File: config.mk
export PLATFORM = sky130hd
export DESIGN_NAME = observatory_open_close_sequencer
export DESIGN_NICKNAME = d
export VERILOG_FILES = /design/src/oocs_pkg.sv /design/src/oocs_step.sv /design/src/oocs_rsp_buf.sv /design/src/observatory_open_close_sequencer.sv
export SDC_FILE = /design/constraint.sdc
export NUM_CORES = 1
export LEC_CHECK = 0
export BUFFER_PORTS_ARGS = -buffer_cell sky130_fd_sc_hd__buf_2
export CAP_MARGIN = 20
export CORE_UTILIZATION = 59
export CTS_BUF_LIST = sky130_fd_sc_hd__clkbuf_4
export CTS_CLUSTER_SIZE = 14
export DETAILED_ROUTE_END_ITERATION = 10
export PLACE_DENSITY = 0.88
export SLEW_MARGIN = 20
export SYNTH_ARGS = -nofsm -noshare
export SYNTH_HDL_FRONTEND = slang
export SYNTH_SLANG_ARGS = --single-unit
File: constraint.sdc
create_clock -name clock -period 17.6 [get_ports clock]
set_input_delay 3.52 -clock clock [delete_from_list [all_inputs] [get_ports clock]]
set_output_delay 3.52 -clock clock [all_outputs]
set_load 0.01 [all_outputs]
File: src/oocs_pkg.sv
// Shared types, codes and field widths for the observatory open/close sequencer.
// No dependencies; every other source file imports this package.
`timescale 1ns / 1ps

package oocs_pkg;

   localparam int TIME_W = 17;

   // request kinds
   localparam logic [1:0] KIND_TICK = 2'd0;
   localparam logic [1:0] KIND_ACTION = 2'd1;
   localparam logic [1:0] KIND_HOME = 2'd2;

   // user actions
   localparam logic [2:0] ACT_OPEN = 3'd0;
   localparam logic [2:0] ACT_CLOSE = 3'd1;
   localparam logic [2:0] ACT_AUTO = 3'd2;
   localparam logic [2:0] ACT_ABORT = 3'd3;
   localparam logic [2:0] ACT_IDLE = 3'd4;

   // modes
   localparam logic [2:0] MODE_IDLE = 3'd0;
   localparam logic [2:0] MODE_OPEN = 3'd1;
   localparam logic [2:0] MODE_CLOSE = 3'd2;
   localparam logic [2:0] MODE_AUTO = 3'd3;
   localparam logic [2:0] MODE_ABORT = 3'd4;

   // phases
   localparam logic [3:0] PH_IDLE = 4'd0;
   localparam logic [3:0] PH_OPEN_DOME = 4'd1;
   localparam logic [3:0] PH_WAIT_DOME_OPEN = 4'd2;
   localparam logic [3:0] PH_UNPARK = 4'd3;
   localparam logic [3:0] PH_WAIT_UNPARK = 4'd4;
   localparam logic [3:0] PH_START_TRACK = 4'd5;
   localparam logic [3:0] PH_MONITOR = 4'd6;
   localparam logic [3:0] PH_STOP_TRACK = 4'd7;
   localparam logic [3:0] PH_GO_HOME = 4'd8;
   localparam logic [3:0] PH_WAIT_HOME = 4'd9;
   localparam logic [3:0] PH_PARK = 4'd10;
   localparam logic [3:0] PH_WAIT_PARK = 4'd11;
   localparam logic [3:0] PH_CLOSE_DOME = 4'd12;
   localparam logic [3:0] PH_WAIT_DOME_CLOSE = 4'd13;
   localparam logic [3:0] PH_EMERGENCY = 4'd14;

   // device commands
   localparam logic [3:0] CMD_NONE = 4'd0;
   localparam logic [3:0] CMD_SHUTTER_OPEN = 4'd1;
   localparam logic [3:0] CMD_SHUTTER_CLOSE = 4'd2;
   localparam logic [3:0] CMD_UNPARK = 4'd3;
   localparam logic [3:0] CMD_PARK = 4'd4;
   localparam logic [3:0] CMD_TRACK_ON = 4'd5;
   localparam logic [3:0] CMD_TRACK_OFF = 4'd6;
   localparam logic [3:0] CMD_GO_HOME = 4'd7;
   localparam logic [3:0] CMD_ABORT_MOUNT = 4'd8;
   localparam logic [3:0] CMD_ABORT_DOME = 4'd9;

   // warnings
   localparam logic [1:0] WARN_NONE = 2'd0;
   localparam logic [1:0] WARN_WEATHER_REFUSED = 2'd1;
   localparam logic [1:0] WARN_NO_DEVICES = 2'd2;
   localparam logic [1:0] WARN_WEATHER_CLOSING = 2'd3;

   // time window rules
   localparam logic [1:0] RULE_NONE = 2'd0;
   localparam logic [1:0] RULE_ANYTIME = 2'd1;
   localparam logic [1:0] RULE_DUSK_DAWN = 2'd2;
   localparam logic [1:0] RULE_FIXED = 2'd3;

   // configuration register indexes
   localparam logic [2:0] REG_HAS_DOME = 3'd0;
   localparam logic [2:0] REG_HAS_MOUNT = 3'd1;
   localparam logic [2:0] REG_WEATHER_MUST_BE_OK = 3'd2;
   localparam logic [2:0] REG_TIME_RULE = 3'd3;
   localparam logic [2:0] REG_FIXED_START = 3'd4;
   localparam logic [2:0] REG_FIXED_END = 3'd5;

   typedef struct packed {
      logic              has_dome;
      logic              has_mount;
      logic              weather_must_be_ok;
      logic [1:0]        time_rule;
      logic [TIME_W-1:0] fixed_start;
      logic [TIME_W-1:0] fixed_end;
   } cfg_type;

   typedef struct packed {
      logic [2:0] mode;
      logic [3:0] phase;
      logic       mount_home;
   } state_type;

   typedef struct packed {
      logic [1:0]        kind;
      logic [2:0]        action;
      logic              shutter_closed;
      logic              mount_parked;
      logic              weather_ok;
      logic [TIME_W-1:0] time_now;
      logic [TIME_W-1:0] sunset_time;
      logic [TIME_W-1:0] sunrise_time;
   } req_type;

   // what one request produces: one or two commands plus status
   typedef struct packed {
      logic [3:0] cmd_first;
      logic [3:0] cmd_second;
      logic       two;
      logic [3:0] phase;
      logic [2:0] mode;
      logic [1:0] warning;
   } step_out_type;

   typedef struct packed {
      logic [3:0] command;
      logic [3:0] phase;
      logic [2:0] mode;
      logic [1:0] warning;
   } rsp_item_type;

endpackage

File: src/oocs_step.sv
// Next-state and command logic for one request of the sequencer.
// Depends on oocs_pkg; purely combinational.
`timescale 1ns / 1ps

module oocs_step
   import oocs_pkg::*;
(
   input  cfg_type      cfg,
   input  state_type    state,
   input  req_type      req,
   output state_type    state_next,
   output step_out_type result
);

   function automatic logic in_window(input logic [TIME_W-1:0] now,
                                      input logic [TIME_W-1:0] start,
                                      input logic [TIME_W-1:0] stop);
      if (start <= stop) begin
         return (now >= start) && (now < stop);
      end
      return (now >= start) || (now < stop);
   endfunction

   always_comb begin
      logic [2:0] m;
      logic [3:0] p;
      logic       h;
      logic [1:0] w;
      logic [3:0] c0;
      logic [3:0] c1;
      logic       two;
      logic       want;

      m = state.mode;
      p = state.phase;
      h = state.mount_home;
      w = WARN_NONE;
      c0 = CMD_NONE;
      c1 = CMD_NONE;
      two = 1'b0;
      want = 1'b0;

      case (req.kind)
         KIND_TICK: begin
            // auto window rule, then one phase step on the updated phase
            if (m == MODE_AUTO && (p == PH_IDLE || p == PH_MONITOR)) begin
               case (cfg.time_rule)
                  RULE_ANYTIME:   want = 1'b1;
                  RULE_DUSK_DAWN: want = in_window(req.time_now, req.sunset_time,
                                                   req.sunrise_time);
                  RULE_FIXED:     want = in_window(req.time_now, cfg.fixed_start,
                                                   cfg.fixed_end);
                  default:        want = 1'b0;
               endcase
               if (want && p == PH_IDLE) begin
                  if (cfg.weather_must_be_ok && !req.weather_ok) begin
                     w = WARN_WEATHER_REFUSED;
                     m = MODE_IDLE;
                     p = PH_IDLE;
                  end else if (cfg.has_dome) begin
                     p = PH_OPEN_DOME;
                  end else if (cfg.has_mount) begin
                     p = PH_UNPARK;
                  end else begin
                     w = WARN_NO_DEVICES;
                     m = MODE_IDLE;
                     p = PH_IDLE;
                  end
               end else if (!want && p == PH_MONITOR) begin
                  if (cfg.has_mount) begin
                     p = PH_STOP_TRACK;
                  end else if (cfg.has_dome) begin
                     p = PH_CLOSE_DOME;
                  end else begin
                     w = WARN_NO_DEVICES;
                     m = MODE_IDLE;
                     p = PH_IDLE;
                  end
               end
            end

            case (p)
               PH_IDLE: begin
               end
               PH_OPEN_DOME: begin
                  c0 = CMD_SHUTTER_OPEN;
                  p = PH_WAIT_DOME_OPEN;
               end
               PH_WAIT_DOME_OPEN: begin
                  if (!req.shutter_closed) begin
                     p = cfg.has_mount ? PH_UNPARK : PH_MONITOR;
                  end
               end
               PH_UNPARK: begin
                  c0 = CMD_UNPARK;
                  p = PH_WAIT_UNPARK;
               end
               PH_WAIT_UNPARK: begin
                  if (!req.mount_parked) begin
                     p = PH_START_TRACK;
                  end
               end
               PH_START_TRACK: begin
                  c0 = CMD_TRACK_ON;
                  h = 1'b1;
                  p = PH_MONITOR;
               end
               PH_MONITOR: begin
                  if (cfg.weather_must_be_ok && !req.weather_ok) begin
                     w = WARN_WEATHER_CLOSING;
                     m = MODE_CLOSE;
                     if (cfg.has_mount) begin
                        p = PH_STOP_TRACK;
                     end else if (cfg.has_dome) begin
                        p = PH_CLOSE_DOME;
                     end else begin
                        w = WARN_NO_DEVICES;
                        m = MODE_IDLE;
                        p = PH_IDLE;
                     end
                  end
               end
               PH_STOP_TRACK: begin
                  c0 = CMD_TRACK_OFF;
                  p = PH_GO_HOME;
               end
               PH_GO_HOME: begin
                  h = 1'b0;
                  c0 = CMD_GO_HOME;
                  p = PH_WAIT_HOME;
               end
               PH_WAIT_HOME: begin
                  if (h) begin
                     p = PH_PARK;
                  end
               end
               PH_PARK: begin
                  c0 = CMD_PARK;
                  p = PH_WAIT_PARK;
               end
               PH_WAIT_PARK: begin
                  if (req.mount_parked) begin
                     if (cfg.has_dome) begin
                        p = PH_CLOSE_DOME;
                     end else begin
                        m = MODE_IDLE;
                        p = PH_IDLE;
                     end
                  end
               end
               PH_CLOSE_DOME: begin
                  c0 = CMD_SHUTTER_CLOSE;
                  p = PH_WAIT_DOME_CLOSE;
               end
               PH_WAIT_DOME_CLOSE: begin
                  if (req.shutter_closed) begin
                     m = MODE_IDLE;
                     p = PH_IDLE;
                  end
               end
               PH_EMERGENCY: begin
                  // mount abort goes first when both devices are present
                  if (cfg.has_mount && cfg.has_dome) begin
                     c0 = CMD_ABORT_MOUNT;
                     c1 = CMD_ABORT_DOME;
                     two = 1'b1;
                  end else if (cfg.has_mount) begin
                     c0 = CMD_ABORT_MOUNT;
                  end else if (cfg.has_dome) begin
                     c0 = CMD_ABORT_DOME;
                  end
                  m = MODE_IDLE;
                  p = PH_IDLE;
               end
               default: begin
                  p = PH_IDLE;
               end
            endcase
         end

         KIND_ACTION: begin
            case (req.action)
               ACT_OPEN: begin
                  m = MODE_OPEN;
                  if (cfg.weather_must_be_ok && !req.weather_ok) begin
                     w = WARN_WEATHER_REFUSED;
                     m = MODE_IDLE;
                     p = PH_IDLE;
                  end else if (cfg.has_dome) begin
                     p = PH_OPEN_DOME;
                  end else if (cfg.has_mount) begin
                     p = PH_UNPARK;
                  end else begin
                     w = WARN_NO_DEVICES;
                     m = MODE_IDLE;
                     p = PH_IDLE;
                  end
               end
               ACT_CLOSE: begin
                  m = MODE_CLOSE;
                  if (cfg.has_mount) begin
                     p = PH_STOP_TRACK;
                  end else if (cfg.has_dome) begin
                     p = PH_CLOSE_DOME;
                  end else begin
                     w = WARN_NO_DEVICES;
                     m = MODE_IDLE;
                     p = PH_IDLE;
                  end
               end
               ACT_AUTO: begin
                  m = MODE_AUTO;
                  p = PH_IDLE;
               end
               ACT_ABORT: begin
                  m = MODE_ABORT;
                  p = PH_EMERGENCY;
               end
               ACT_IDLE: begin
                  m = MODE_IDLE;
                  p = PH_IDLE;
               end
               default: begin
               end
            endcase
         end

         KIND_HOME: begin
            if (cfg.has_mount) begin
               h = 1'b1;
            end
         end

         default: begin
         end
      endcase

      state_next.mode = m;
      state_next.phase = p;
      state_next.mount_home = h;
      result.cmd_first = c0;
      result.cmd_second = c1;
      result.two = two;
      result.phase = p;
      result.mode = m;
      result.warning = w;
   end

endmodule

File: src/oocs_rsp_buf.sv
// Response register for the sequencer: holds the one or two responses of a request.
// Depends on oocs_pkg.
`timescale 1ns / 1ps

module oocs_rsp_buf
   import oocs_pkg::*;
(
   input  logic         clock,
   input  logic         reset,
   input  logic         load,
   input  step_out_type result,
   output logic         free,
   output logic         rsp_valid,
   output logic         rsp_last,
   input  logic         rsp_ready,
   output rsp_item_type rsp_item
);

   logic [1:0]   count_ff, count_in;
   rsp_item_type head_ff, head_in;
   logic [3:0]   second_ff, second_in;

   assign rsp_valid = (count_ff != 2'd0);
   assign rsp_last = (count_ff == 2'd1);
   assign rsp_item = head_ff;
   // room for a new request once the final response leaves
   assign free = (count_ff == 2'd0) || ((count_ff == 2'd1) && rsp_ready);

   always_comb begin
      count_in = count_ff;
      head_in = head_ff;
      second_in = second_ff;
      if (load) begin
         count_in = result.two ? 2'd2 : 2'd1;
         head_in.command = result.cmd_first;
         head_in.phase = result.phase;
         head_in.mode = result.mode;
         head_in.warning = result.warning;
         second_in = result.cmd_second;
      end else if (rsp_valid && rsp_ready) begin
         if (count_ff == 2'd2) begin
            count_in = 2'd1;
            head_in.command = second_ff;
         end else begin
            count_in = 2'd0;
         end
      end
   end

   always_ff @(posedge clock) begin
      if (reset) begin
         count_ff <= 2'd0;
      end else begin
         count_ff <= count_in;
      end
      head_ff <= head_in;
      second_ff <= second_in;
   end

endmodule

File: src/observatory_open_close_sequencer.sv
// Top level of the observatory open/close sequencer: request register, state,
// configuration registers. Depends on oocs_pkg, oocs_step and oocs_rsp_buf.
`timescale 1ns / 1ps

// Sequences a dome shutter and a telescope mount through opening and closing.
// Each request (a timer tick with device status, weather and times of day, a
// user action, or a mount-home event) yields one response, or two for an
// emergency abort tick with both devices present; the last response of a
// request carries rsp_tlast. One request is accepted per clock cycle while the
// response register has room; a request with two responses holds the response
// port until both are taken. The request is registered, then the step logic
// updates the state and loads the response register. The pace is set by the
// response register, which takes a new request as its final response leaves.
// Configuration writes are always accepted (csr_ready is tied high) and must
// only be issued while no request is in flight. After reset the mode and
// phase are idle, the mount-at-home flag is clear and the configuration is zero.
module observatory_open_close_sequencer
   import oocs_pkg::*;
(
   input  logic        clock,
   input  logic        reset,
   // request channel
   input  logic        req_tvalid,
   output logic        req_tready,
   // tdata: action[2:0], shutter_closed[3], mount_parked[4], weather_ok[5],
   //        time_now[22:6], sunset_time[39:23], sunrise_time[56:40], zero[63:57]
   input  logic [63:0] req_tdata,
   // tuser: kind[1:0]
   input  logic [1:0]  req_tuser,
   // response channel
   output logic        rsp_tvalid,
   input  logic        rsp_tready,
   // tdata: command[3:0], phase_now[7:4], mode_now[10:8], warning[12:11],
   //        zero[15:13]
   output logic [15:0] rsp_tdata,
   output logic        rsp_tlast,
   // configuration write channel
   input  logic        csr_valid,
   output logic        csr_ready,
   input  logic [2:0]  csr_index,
   input  logic [16:0] csr_data
);

   cfg_type      cfg_ff, cfg_in;
   state_type    state_ff, state_in;
   state_type    state_next;
   logic         req_valid_ff, req_valid_in;
   req_type      req_ff, req_in;
   step_out_type step_result;
   logic         buf_free;
   logic         consume;
   rsp_item_type rsp_item;

   assign csr_ready = 1'b1;

   // configuration registers; indexes beyond the list are dropped
   always_comb begin
      cfg_in = cfg_ff;
      if (csr_valid) begin
         case (csr_index)
            REG_HAS_DOME:           cfg_in.has_dome = csr_data[0];
            REG_HAS_MOUNT:          cfg_in.has_mount = csr_data[0];
            REG_WEATHER_MUST_BE_OK: cfg_in.weather_must_be_ok = csr_data[0];
            REG_TIME_RULE:          cfg_in.time_rule = csr_data[1:0];
            REG_FIXED_START:        cfg_in.fixed_start = csr_data;
            REG_FIXED_END:          cfg_in.fixed_end = csr_data;
            default: begin
            end
         endcase
      end
   end

   // the registered request advances once the response register has room
   assign consume = req_valid_ff && buf_free;
   assign req_tready = !req_valid_ff || buf_free;

   always_comb begin
      req_valid_in = req_valid_ff;
      req_in = req_ff;
      if (req_tready) begin
         req_valid_in = req_tvalid;
         req_in.kind = req_tuser;
         req_in.action = req_tdata[2:0];
         req_in.shutter_closed = req_tdata[3];
         req_in.mount_parked = req_tdata[4];
         req_in.weather_ok = req_tdata[5];
         req_in.time_now = req_tdata[22:6];
         req_in.sunset_time = req_tdata[39:23];
         req_in.sunrise_time = req_tdata[56:40];
      end
   end

   oocs_step u_step (
      .cfg        (cfg_ff),
      .state      (state_ff),
      .req        (req_ff),
      .state_next (state_next),
      .result     (step_result)
   );

   // commit the new state together with loading the response
   assign state_in = consume ? state_next : state_ff;

   always_ff @(posedge clock) begin
      if (reset) begin
         cfg_ff <= '0;
         state_ff.mode <= MODE_IDLE;
         state_ff.phase <= PH_IDLE;
         state_ff.mount_home <= 1'b0;
         req_valid_ff <= 1'b0;
      end else begin
         cfg_ff <= cfg_in;
         state_ff <= state_in;
         req_valid_ff <= req_valid_in;
      end
      req_ff <= req_in;
   end

   oocs_rsp_buf u_rsp_buf (
      .clock     (clock),
      .reset     (reset),
      .load      (consume),
      .result    (step_result),
      .free      (buf_free),
      .rsp_valid (rsp_tvalid),
      .rsp_last  (rsp_tlast),
      .rsp_ready (rsp_tready),
      .rsp_item  (rsp_item)
   );

   assign rsp_tdata = {3'b000, rsp_item.warning, rsp_item.mode, rsp_item.phase,
                       rsp_item.command};

endmodule

==> flow_metrics.tcl <==
set metrics [dict create \
    area_growth_pct 11.2 \
    die_w_um 116 \
    nNetsFinal 1096 \
    critPathMaxFanout 3 \
    grt_pass1_vias 6013 \
    utilization 0.675 \
    die_area_um2 13500 \
    rows 41 \
    slew_violations 0 \
    outcome "finished, final reports clean" \
    period_share 0.436 \
    power_w 0.000659 \
    min_to "cfg_ff[3]" \
    startpoint "rsp_tready" \
    drc 0 \
    wl_mm 17.8 \
    power_density_nw_per_um2 77.3 \
    cap_violations 0 \
    p_int_w 0.000473 \
    fin_skew_ns 0.0201 \
    syn_inst 815 \
    seq_area_frac_synth 0.417 \
    die_h_um 116 \
    p_leak_nw 3.59 \
    grt-ovfl-total 0 \
    rsz0062_at_grt "no" \
    p_comb_frac 0.145 \
    post-synth-top-area-cell "edfxtp_1" \
    slew_headroom 0.274 \
    ys.flop_type "edfxtp_1" \
    first_pass_iters 5 \
    hold_ws_ns 0.460 \
    initial_core_util 0.607 \
    post_drt_wl_per_cell_um 16.3 \
    worstSetupEndpointType "output pin" \
    rr_endpoint "u_rsp_buf.rsp_item[5]" \
    synth_area_leaders "edfxtp_1 29%, ha_1 16%, dfxtp_1 13%" \
    ys_ff_latch 123 \
    cts_hold_buf 0 \
    fp.coreArea_um2 12600 \
    grt_max_degree 61 \
    cts_tree "done" \
    drive_gt1_frac 0.179 \
    required_ns 14.08 \
    cts.htree.levels 4 \
    gpl.final_weighted_congestion 0.943 \
    cp-start-kind "input pin" \
    dp_hpwl_mm 13.2 \
    diodes 0 \
    switching_share 0.282 \
    cts_setup_buffers 0 \
    antenna_found_initial 0 \
    globalRouteTotalUtil 0.280 \
    netlist_area_um2 7670 \
    tns_ns 0 \
    finalHoldViolCount 0 \
    path_class "in -> out" \
    dp.cells 1058 \
    cts_buffer_depth 2 \
    portBuffers 99 \
    finalNonFillerCells 1090 \
    path_clk_slew_ns 0.10 \
    synth_warnings 0 \
    worst_ep_arrival_time_ns 4.16 \
    clockPowerShare 0.356 \
    ant_nets 0 \
    clock_latency_ns 0.57 \
    io_pins 111 \
    worstHoldPathType "reg -> reg" \
    root_buffer "clkbuf_4" \
    ys_types 72 \
    p_sw_w 0.000185 \
    fin_crit_ns 7.68 \
    cts_made_buffers 17 \
    r2r_slack_ns 12.93 \
    reg2reg_depth 13 \
    hold_path_depth 2 \
    vias 6517 \
    detail_route.iter0.violations 765 \
    ctsResizeCount 0 \
    setup_violations 0 \
    synth_edf_count 73 \
    tightest_slew_ns 1.07 \
    numClockSinks 123 \
    power_frac_seq 0.500 \
    routed_via_density 5.98 \
    maxClockFrequency_mhz 130 \
    ir_worst_vdd_mv 0.0795 \
    min_from "cfg_ff[3]" \
    grt_pass1_wl_mm 28.5 \
    async_flop_share 0 \
    synth.top_cell.area_share 0.286 \
    syn_avg_cell_area_um2 9.41 \
    reg2reg_from "req_ff[32]" \
]
-- layout by cell type, fill, tap and decap left out, types with 7 or more instances in the layout --
master    count
and3_1        8
nand3_1      21
nor2_1       50
nand2_1     113
dfxtp_1      50
o21ai_0      27
edfxtp_1     73
o31ai_1       7
nor3_1       13
inv_1        79
a21oi_1      86
ha_1        100
a31oi_1      13
nor2b_1       9
buf_2        99
a21o_1       11
nand4_1      13
clkbuf_4     17
-- kinds of logic (layout without fill, tap and decap cells) --
logic type,after synthesis,in the layout,synth area share
DFF,123,123,0.417
adders and majority gates,101,101,0.165
AOI/OAI and AO/OA,203,203,0.173
other,2,4,0.000980
buffers and inverters,112,213,0.0690
muxes,9,9,0.0126
and+or+nand+nor,265,265,0.164
-- Yosys cell counts (3+ instances only) --
cell type / count
nand2_1: 113
nor3_1: 13
nand2b_1: 5
nand3b_1: 6
ha_1: 100
o21ai_0: 28
a21o_1: 11
clkbuf_8: 6
nand3_1: 21
edfxtp_1: 73
nor4_1: 3
and4_1: 4
o21a_1: 3
a31oi_1: 13
inv_1: 79
a21oi_1: 86
o211ai_1: 4
a22oi_1: 3
or2_2: 6
nor2b_1: 9
o22ai_1: 3
clkbuf_1: 17
buf_6: 4
nand4_1: 13
mux2i_1: 6
a21boi_0: 4
a211oi_1: 5
o31ai_1: 7
dfxtp_1: 50
a41oi_1: 4
and3_1: 8
nor2_1: 51
a221o_1: 4
buf_4: 4
-- power groups by stage --
| stage | logic (W) | clock network, W | registers [W] |
|---|---|---|---|
| floorplan | 0.0000658 | 0 | 0.000331 |
| global placement | 0.0000862 | 0 | 0.000335 |
| detailed placement | 0.0000920 | 0 | 0.000335 |
| CTS | 0.0000934 | 0.000236 | 0.000329 |
| global route | 0.000107 | 0.000249 | 0.000330 |
| finish | 0.0000952 | 0.000234 | 0.000329 |
-- per-layer routing --
metal | global-route usage | part of all wire | vias to the layer above
met4 | 0.108 | 0.023 | 0
li1 | - | - | 3122
met2 | 0.440 | 0.46 | 332
met3 | 0.0675 | 0.092 | 50
met1 | 0.373 | 0.43 | 3013
met5 | 0 | 0 | -
-- worst max-delay path by stage --
stage                  to  depth (start not counted)  slack (ns)
4_1_cts        req_tready                          4        9.93
2_1_floorplan  req_tready                          2        6.11
3_5_place_dp   req_tready                          4        9.94
6_report       req_tready                          4        9.92
5_1_grt        req_tready                          4        9.91
3_3_place_gp   req_tready                          4        9.94
-- flip-flops by register name (all words and copies together) (netlist names) --
register / flops
cfg_ff: 39
req_ff: 59
req_valid_ff: 1
state_ff: 8
u_rsp_buf.count_ff: 2
u_rsp_buf.rsp_item: 13
u_rsp_buf.second_ff: 1
-- layout make-up --
type,count,area [um2]
inverter,80,300
multi-input combinational,582,3970
fill,1018,4100
clock buffer,17,128
timing repair buffer,101,510
tap,172,215
sequential,123,3190
clock inverter,15,210
-- worst max-delay path, stage by stage --
cell and delay, ns:
buf_2 0.11, nor2b_1 0.24, o21ai_4 0.12, buf_2 0.16
-- through the flow --
step | setup slack [ns] | area [um2]
after floorplan | 6.11 | 7670
after global placement | 9.94 | 8180
after detailed placement | 9.94 | 8180
after CTS | 9.93 | 8520
after global routing | 9.91 | 8520
final | 9.92 | 8520
No activity file was read; power rests on OpenSTA's default activity.
